`src/rtl/core/pls_pkg.sv`:
```
// ----------------------------------------------------------------------------
// pls_pkg: shared types and constants for the positional list store
// Operation codes, transaction payload structs and the control word that
// is broadcast along the chain of list cells.
// ----------------------------------------------------------------------------
`default_nettype none

package pls_pkg;

  // Default list capacity (entries)
  localparam int DefCapacity = 8;

  localparam int FuncW = 2;
  localparam int PosW  = 4;
  localparam int ValW  = 32;
  localparam int LenW  = 4;

  // Operation codes
  localparam logic [FuncW-1:0] OP_GET    = 2'd0;
  localparam logic [FuncW-1:0] OP_INSERT = 2'd1;
  localparam logic [FuncW-1:0] OP_DELETE = 2'd2;

  typedef struct packed {
    logic [FuncW-1:0]       func;
    logic [PosW-1:0]        position;
    logic signed [ValW-1:0] item_value;
  } req_t;

  typedef struct packed {
    logic                   success;
    logic signed [ValW-1:0] read_value;
    logic [LenW-1:0]        list_length;
  } rsp_t;

  // Broadcast to every cell of the chain
  typedef struct packed {
    logic            do_insert;  // open a slot at pos_idx, shift upper cells up
    logic            do_delete;  // close the slot at pos_idx, shift upper cells down
    logic [PosW-1:0] pos_idx;    // 0-based target cell
  } cell_ctrl_t;

endpackage : pls_pkg

`default_nettype wire

```
`src/rtl/core/positional_list_store.sv`:
```
// ----------------------------------------------------------------------------
// positional_list_store: ordered list of signed 32-bit entries
// Get, insert and delete at a 1-based position over a chain of list cells.
// ----------------------------------------------------------------------------
// Usage:
//   Requests arrive on in_valid_i/in_ready_o with an in_data_i payload
//   (func, position, item_value). Every accepted transaction yields exactly
//   one response transaction on out_valid_o/out_ready_i carrying success,
//   read_value and the list length after the operation.
//   The response is registered at the edge that accepts the request.
//   Throughput is one request per cycle while the receiver takes each
//   response; the whole operation (position check, read of the addressed
//   cell, shift of every cell above it) takes effect at that same edge.
//   When the receiver stalls, the response register holds its transaction
//   and in_ready_o drops until that response is taken; a response that is
//   taken in the same cycle frees the register for the next request.
//   Reset empties the list (length zero) and clears the response valid.
//   Cell contents are not reset; only cells below the length are ever read.
//   Refused requests (bad position, full or empty list, unused opcode)
//   return success 0, read_value 0 and leave the list unchanged.
// ----------------------------------------------------------------------------
`default_nettype none

module positional_list_store #(
  parameter int CAPACITY = pls_pkg::DefCapacity
) (
  input  wire logic          clk_i,
  input  wire logic          rst_ni,
  input  wire logic          in_valid_i,
  output      logic          in_ready_o,
  input  wire pls_pkg::req_t in_data_i,
  output      logic          out_valid_o,
  input  wire logic          out_ready_i,
  output      pls_pkg::rsp_t out_data_o
);
  import pls_pkg::*;

  localparam int CntW = $clog2(CAPACITY + 1);
  localparam int CmpW = ((CntW > PosW) ? CntW : PosW) + 1;

  // Length of the list
  logic [CntW-1:0] count_q, count_d;

  // Response register
  logic out_valid_q, out_valid_d;
  rsp_t out_q, out_d;

  logic accept;
  logic pos_nonzero;
  logic [CmpW-1:0] pos_ext, cnt_ext, len_ext;
  logic in_list;     // position within 1..count
  logic in_gap;      // position within 1..count+1
  logic not_full;
  logic get_ok, ins_ok, del_ok;

  cell_ctrl_t cell_ctrl;

  logic signed [ValW-1:0] cell_val [CAPACITY];
  logic signed [ValW-1:0] rd_chain [CAPACITY+1];

  // Hold a finished response until taken; take a new request when it leaves
  assign in_ready_o = !out_valid_q || out_ready_i;
  assign accept     = in_valid_i && in_ready_o;

  // Position checks against the current length
  assign pos_nonzero = (in_data_i.position != '0);
  assign pos_ext     = CmpW'(in_data_i.position);
  assign cnt_ext     = CmpW'(count_q);
  assign in_list     = pos_nonzero && (pos_ext <= cnt_ext);
  assign in_gap      = pos_nonzero && (pos_ext <= (cnt_ext + CmpW'(1)));
  assign not_full    = (count_q < CntW'(CAPACITY));

  always_comb begin
    get_ok = 1'b0;
    ins_ok = 1'b0;
    del_ok = 1'b0;
    case (in_data_i.func)
      OP_GET:    get_ok = in_list;
      OP_INSERT: ins_ok = in_gap && not_full;
      OP_DELETE: del_ok = in_list;
      default: begin
        // unused opcode: refuse
      end
    endcase
  end

  // Broadcast to the cells; only a successful, accepted operation moves data
  assign cell_ctrl.do_insert = accept && ins_ok;
  assign cell_ctrl.do_delete = accept && del_ok;
  assign cell_ctrl.pos_idx   = in_data_i.position - PosW'(1);

  assign rd_chain[0] = '0;

  for (genvar i = 0; i < CAPACITY; i++) begin : g_cell
    logic signed [ValW-1:0] lower_val;
    logic signed [ValW-1:0] upper_val;

    // End cells see the request value at the open side (never read back)
    if (i == 0) begin : g_first
      assign lower_val = in_data_i.item_value;
    end else begin : g_lower
      assign lower_val = cell_val[i-1];
    end
    if (i == CAPACITY - 1) begin : g_last
      assign upper_val = in_data_i.item_value;
    end else begin : g_upper
      assign upper_val = cell_val[i+1];
    end

    pls_cell #(
      .Idx(i)
    ) u_cell (
      .clk_i      (clk_i),
      .ctrl_i     (cell_ctrl),
      .ins_value_i(in_data_i.item_value),
      .lower_i    (lower_val),
      .upper_i    (upper_val),
      .rd_chain_i (rd_chain[i]),
      .value_o    (cell_val[i]),
      .rd_chain_o (rd_chain[i+1])
    );
  end

  // Advance the length
  always_comb begin
    count_d = count_q;
    if (accept && ins_ok) begin
      count_d = count_q + CntW'(1);
    end else if (accept && del_ok) begin
      count_d = count_q - CntW'(1);
    end
  end

  assign len_ext = CmpW'(count_d);

  // Build the response
  always_comb begin
    out_valid_d = out_valid_q;
    out_d       = out_q;
    if (out_valid_q && out_ready_i) begin
      out_valid_d = 1'b0;
    end
    if (accept) begin
      out_valid_d       = 1'b1;
      out_d.success     = get_ok || ins_ok || del_ok;
      out_d.read_value  = (get_ok || del_ok) ? rd_chain[CAPACITY] : '0;
      out_d.list_length = len_ext[LenW-1:0];
    end
  end

  always_ff @(posedge clk_i or negedge rst_ni) begin
    if (!rst_ni) begin
      count_q     <= '0;
      out_valid_q <= 1'b0;
    end else begin
      count_q     <= count_d;
      out_valid_q <= out_valid_d;
    end
  end

  always_ff @(posedge clk_i) begin
    out_q <= out_d;
  end

  assign out_valid_o = out_valid_q;
  assign out_data_o  = out_q;

endmodule : positional_list_store

`default_nettype wire

```
`src/rtl/core/pls_cell.sv`:
```
// ----------------------------------------------------------------------------
// pls_cell: one storage cell of the positional list
// Holds one entry; on insert or delete it loads the new value or takes the
// entry of its lower or upper neighbor, and it drives its entry onto the
// read chain when it is the addressed cell.
// ----------------------------------------------------------------------------
`default_nettype none

module pls_cell #(
  parameter int Idx = 0
) (
  input  wire logic                            clk_i,
  input  wire pls_pkg::cell_ctrl_t             ctrl_i,
  input  wire logic signed [pls_pkg::ValW-1:0] ins_value_i,
  input  wire logic signed [pls_pkg::ValW-1:0] lower_i,
  input  wire logic signed [pls_pkg::ValW-1:0] upper_i,
  input  wire logic signed [pls_pkg::ValW-1:0] rd_chain_i,
  output      logic signed [pls_pkg::ValW-1:0] value_o,
  output      logic signed [pls_pkg::ValW-1:0] rd_chain_o
);
  import pls_pkg::*;

  localparam int IdxBits = $clog2(Idx + 1);
  localparam int CmpW    = (IdxBits > PosW) ? IdxBits : PosW;

  logic signed [ValW-1:0] entry_q, entry_d;
  logic                   at_pos;
  logic                   above_pos;

  assign at_pos    = (CmpW'(Idx) == CmpW'(ctrl_i.pos_idx));
  assign above_pos = (CmpW'(Idx) > CmpW'(ctrl_i.pos_idx));

  always_comb begin
    entry_d = entry_q;
    if (ctrl_i.do_insert) begin
      if (at_pos) begin
        entry_d = ins_value_i;
      end else if (above_pos) begin
        entry_d = lower_i;
      end
    end else if (ctrl_i.do_delete) begin
      if (at_pos || above_pos) begin
        entry_d = upper_i;
      end
    end
  end

  always_ff @(posedge clk_i) begin
    entry_q <= entry_d;
  end

  assign value_o    = entry_q;
  assign rd_chain_o = at_pos ? (rd_chain_i | entry_q) : rd_chain_i;

endmodule : pls_cell

`default_nettype wire
```
`config.mk`:
```
export PLATFORM = sky130hd
export DESIGN_NAME = positional_list_store
export DESIGN_NICKNAME = d
export VERILOG_FILES = /design/src/rtl/core/pls_pkg.sv /design/src/rtl/core/positional_list_store.sv /design/src/rtl/core/pls_cell.sv
export SDC_FILE = /design/constraint.sdc
export NUM_CORES = 1
export LEC_CHECK = 0
export ABC_AREA = 1
export ABC_CLOCK_PERIOD_IN_PS = 9300
export BUFFER_PORTS_ARGS = -buffer_cell sky130_fd_sc_hd__buf_2
export CAP_MARGIN = 10
export CORE_ASPECT_RATIO = 1.2
export CORE_MARGIN = 2
export CORE_UTILIZATION = 35
export DETAILED_ROUTE_END_ITERATION = 10
export PLACE_DENSITY = 0.6
export SETUP_SLACK_MARGIN = 0.4
export SYNTH_ARGS = -nofsm -noshare
export SYNTH_HDL_FRONTEND = slang
export SYNTH_SLANG_ARGS = --single-unit
```
`constraint.sdc`:
```
create_clock -name clk_i -period 9.3 [get_ports clk_i]
set_input_delay 1.86 -clock clk_i [delete_from_list [all_inputs] [get_ports clk_i]]
set_output_delay 1.86 -clock clk_i [all_outputs]
set_load 0.03 [all_outputs]
```
[Word level (Yosys, flattened, before mapping)]
Index checks and enable logic that the tools add are counted.
Storage, ports and cells
  output and inout port bits: 39
  word-level logic and storage cells: 148
  bits in registers: 298
Operators by class
  add/sub/neg operators: 4
  $lt $le $gt $ge: 11
  mux-type cells: 55
  equality and inequality tests: 17
  reduce and logical (&&, ||, !) cells: 41
  bitwise gates (word level): 7
Operators with widths (count)
  $mux 32: 48
  $or 32x32->32: 7
  $ne 3x1->1 const B: 8
  $reduce_and 3->1: 8
  $reduce_bool 2->1: 10
  $eq 3x4->1 const A: 4
  $gt 3x4->1 const A: 4
  $logic_or 1x1->1: 12
  $eq 2x4->1 const A: 2
  $gt 1x4->1 const A: 2
  $gt 2x4->1 const A: 2
  $mux 4: 2
  $sub 4x1->4 const B: 2
  $logic_and 1x1->1: 7
  $add 4x1->5 const B: 1
  $le 4x5->1: 1
  $mux 1: 5
  $add 4x1->4 const B: 1
  $eq 1x4->1 const A: 1
  $le 4x4->1: 1
  $logic_not 4->1: 1
  $lt 4x4->1 const B: 1
  $reduce_bool 4->1: 1
  $eq 2x1->1 const B: 1
  3 further kinds: 3

[Longest topological paths before layout]
  word-level depth: 17
  gate-level depth with buffers: 14

[Modules after synthesis]
Synthesis repeated with hierarchy kept, for this count alone.
Second synthesis, totals
  cells, all modules: 2749
  area, all modules: 21197.8 µm²
Modules (own cells, without submodules)
  pls_cell at g_cell[7].u_cell: instances 1, area each 2451.1 µm², cells an instance 320
  pls_cell at g_cell[5].u_cell: instances 1, area each 2448.6 µm², cells an instance 319
  pls_cell at g_cell[4].u_cell: instances 1, area each 2442.3 µm², cells an instance 320
  pls_cell at g_cell[6].u_cell: instances 1, area each 2382.3 µm², cells an instance 319
  pls_cell at g_cell[0].u_cell: instances 1, area each 2369.8 µm², cells an instance 318
  pls_cell at g_cell[2].u_cell: instances 1, area each 2347.3 µm², cells an instance 319
  pls_cell at g_cell[1].u_cell: instances 1, area each 2343.5 µm², cells an instance 319
  pls_cell at g_cell[3].u_cell: instances 1, area each 2337.2 µm², cells an instance 318
  positional_list_store: instances 1, area each 2075.7 µm², cells an instance 197

[Least setup slack after synthesis]
OpenSTA, ideal clock, no wires.
  kind: input port to flip-flop
  start point: in out_ready_i
  end point: reg g_cell[4].u_cell.entry_q[0] (enable)
  setup time: 0.432 ns
  data arrival time: 5.190 ns
  setup slack: 3.678 ns
  cell stages on the path: 8
  cell sequence: inv_1 nand2_1 nand2_1 inv_1 nand3_2 nand2_1 inv_1 a21oi_1
On the way
  longest elaborated chain between the ends: 5
Ends and longest elaborated chain
  from (decl): RTL line positional_list_store.sv:33  | input wire logic out_ready_i,
  $logic_or 1x1->1 *: RTL line positional_list_store.sv:62  | assign in_ready_o = !out_valid_q || out_ready_i;
  net in_ready_o: RTL line positional_list_store.sv:30  | output logic in_ready_o,
  $logic_and 1x1->1 *: RTL line positional_list_store.sv:63  | assign accept = in_valid_i && in_ready_o;
  net accept: RTL line positional_list_store.sv:48  | logic accept;
  $logic_and 1x1->1, on equally long branches: RTL line positional_list_store.sv:88, positional_list_store.sv:89
  $ne 3x1->1 (no source line) or $reduce_bool 2->1 (tied branches)
  $reduce_and 3->1 (no source line) *
  to (signal assigned): RTL line pls_cell.sv:49  | entry_q <= entry_d;
  to (decl): RTL line pls_cell.sv:26  | logic signed [ValW-1:0] entry_q, entry_d;
The timed path passes the listed nets; every way through them passes the cells marked *.
A chain may end at the register's enable or synchronous reset.

[Worst setup path after layout]
  start point: in in_data_i[32] (netlist bit)
  end point: reg g_cell[6].u_cell.entry_q[30] (data pin)
On the way
  longest elaborated chain between the ends: 6
Ends and longest elaborated chain
  from (decl): RTL line positional_list_store.sv:31  | input wire pls_pkg::req_t in_data_i,
  branches (longest 5 deep; another with $sub 4x1->4)
  $mux 32 *: RTL line pls_cell.sv:35  | if (ctrl_i.do_insert) begin
  net g_cell[6].u_cell.entry_d[30]: RTL line pls_cell.sv:26
  to (signal assigned): RTL line pls_cell.sv:49
  to (decl): RTL line pls_cell.sv:26
Mark *: on every way through the listed nets, which the timed path passes.

==> results.yml <==
cts:
  clockBufferDepth: 3
  cts_root_buf: "clkbuf_16"
  cts.clk_slew.worst_paths_ps: 60
  cts-resized-gates: 0
  cts_buffers: 34
  htreeDepth: 2
  cts_hold_buffers: 0
  clock_latency_ps: 530
  numClockSinks: 298
  post_cts_buffers: 0
  cts_tree: "built"
layout:
  instances_no_fill: 2902
  nNetsFinal: 2289
  final_cell_mix: "nand2_1 (1025), edfxtp_1 (293), nand4_1 (228), o21ai_0 (171), nand3_1 (103)"
  finish.utilization: 0.391
  antennaDiodeCount: 0
  final_common_cell: "nand2_1"
  layout-drive-gt1-share: 0.0974
  area_delta_synth_final_pct: 10.3
yosys:
  synth_ff_type: "edfxtp_1"
  synthCells: 2271
  ys_warn_count: 0
  ys_ff_latch: 298
  synth-edff-count: 293
  yosysSeqAreaShare: 0.502
  syn_avg_cell_area_um2: 7.83
  ys_types: 25
  synthTopCellsByArea: "edfxtp_1 (49%), nand2_1 (22%), nand4_1 (8.0%)"
  yosysTopAreaCell: "edfxtp_1"
  async_reset_ff_frac: 0.0168
  syn_area_um2: 17800
  yosys.area.top_type_share: 0.495
  syn_nets: 2327
grt:
  grt_pass1_vias: 15600
  grt_pass1_wl_mm: 91.2
  grt_overflow: 0
  track_usage: 0.221
  grt_max_degree: 197
  antenna_found_initial: 0
worst_setup_path:
  crit_fanout: 72
  crit_path_end_kind: "register"
  crit_required_ps: 9580
  crit_type: "primary input to register"
  crit_slowest_cell: "nand3_2"
  crit_chain: "buf_2, inv_2, ha_1, inv_1, nand2_1, nand2_4, buf_4, nand3_2, buf_4, nand2_1, o21ai_0, nand2_1, nand2_1"
  start_kind: "primary input"
  cp_common_cell: "nand2_1"
  cp.arrival_ps: 5530
  critical_path.max_stage_delay_ps: 830
timing:
  fmax_mhz: 191
  setup_viol: 0
  min_period_over_period: 0.564
  tns_ps: 0
  maxSlewHeadroom: 0.207
  hold_viol: 0
  worstMarginPinSlew_ps: 1190
  skew_ps: 11.9
  rsz0062_at_grt: "false"
  drv_slew: 0
  worst_hold_slack_ps: 513
  min_period_ps: 5250
job:
  maxCapViolCount: 0
floorplanning:
  die_w_um: 210
  rows: 90
  ioPinCount: 81
  dieArea_um2: 52600
  core-area_um2: 50200
  die_y_um: 251
  start_util: 0.354
power_and_ir_drop:
  power.share.sequential: 0.438
  pwr-share-comb: 0.179
  power_frac_clock: 0.383
  ir_drop_mv: 0.127
  p_int_w: 0.00257
  netSwitchingFraction: 0.302
  switchingPower_w: 0.00111
  power.leakage_nw: 8.47
  p_per_area_nw_per_um2: 188
route:
  num_vias: 16400
  wirelength_mm: 59.1
  detail_route.vias_per_cell: 5.65
  drc: 0
  first_iter_violations: 1570
  first_pass_iters: 5
  ant_nets: 0
  wl_per_cell_um: 20.4
status:
  status: "finished, final reports clean"
worst_hold_path:
  min_path_type: "register to register"
placement:
  hpwl_mm: 31.8
  dp.cells: 2841
  place.gp.congestion: 0.830
  port-buffer-count: 80
## through the flow
step                power (W)  worst slack, ps  cell area, um^2
floorplan             0.00208             3680            17800
global placement      0.00228             3660            18500
detailed placement    0.00229             3610            18500
CTS                   0.00370             4150            19600
global route          0.00382             3830            19600
finish                0.00368             4050            19600
## layout make-up
type	instances	area, um^2
tap	644	806
multi-input combinational	1732	7890
timing repair buffer	110	638
clock buffer	43	948
clock inverter	18	191
inverter	57	221
fill	5091	30600
sequential	298	8920
## synth_stat cells (2+ instances only)
| master | n |
|---|---|
| o21ai_0 | 171 |
| buf_2 | 88 |
| nand3_2 | 3 |
| a21oi_1 | 37 |
| o21ai_1 | 25 |
| or2_1 | 2 |
| nand2_1 | 1027 |
| buf_1 | 15 |
| ha_1 | 14 |
| inv_1 | 55 |
| nand4_1 | 228 |
| clkbuf_2 | 4 |
| buf_4 | 15 |
| nand2_4 | 2 |
| clkbuf_1 | 62 |
| nor2_1 | 78 |
| dfrtp_1 | 5 |
| nand3_1 | 104 |
| nand2_2 | 2 |
| edfxtp_1 | 293 |
| xor2_1 | 3 |
| inv_2 | 2 |
| nor2_4 | 4 |
| or2_2 | 31 |
## path summary, 6_finish.rpt
kind	from	endpoint	slack [ps]	cells past startpoint
max	in_data_i[32]	g_cell[6].u_cell.value_o[30]	4050	13
max in group asynchronous	rst_ni	count_q[2]	8010	1
max reg2reg	count_q[0]	g_cell[7].u_cell.value_o[21]	4820	13
min in group asynchronous	rst_ni	out_valid_o	1150	1
min reg2reg	out_valid_o	out_valid_o	510	2
min	out_valid_o	out_valid_o	510	2
## critical path: cells and delay by family
| family | cells | cell delay, ps |
|---|---|---|
| buffers and inverters | 5 | 1750 |
| AO/OA/AOI/OAI | 1 | 100 |
| adder cells (fa/ha/maj) | 1 | 220 |
| AND/OR/NAND/NOR | 6 | 1520 |
## logic make-up after synthesis
family          Yosys count  share of synthesized area
fa+ha+maj                14                    0.00985
flops                   298                      0.502
buf+inv                 241                     0.0605
simple gates           1481                      0.360
compound gates          233                     0.0656
xor+xnor                  4                    0.00197
## power groups by stage
stage / combinational (W) / clock (W) / sequential, W
after floorplan: 0.000409 / 0 / 0.00167
after global placement: 0.000643 / 0 / 0.00164
after detailed placement: 0.000651 / 0 / 0.00164
after CTS: 0.000654 / 0.00143 / 0.00161
after global routing: 0.000722 / 0.00148 / 0.00162
final: 0.000659 / 0.00141 / 0.00161
## layer usage
metal / share of wire / vias up / track usage
met3: 0.084 / 139 / 0.0321
li1: - / 7659 / -
met1: 0.41 / 7797 / 0.291
met2: 0.47 / 804 / 0.366
met4: 0.035 / 0 / 0.0875
met5: 0 / - / 0
## registers in the layout, indices dropped and copies added (netlist names)
signal	flops
count_q	4
g_cell.u_cell.value_o	256
out_valid_o	1
out_data_o	37
(Power assumes the default switching activity.)
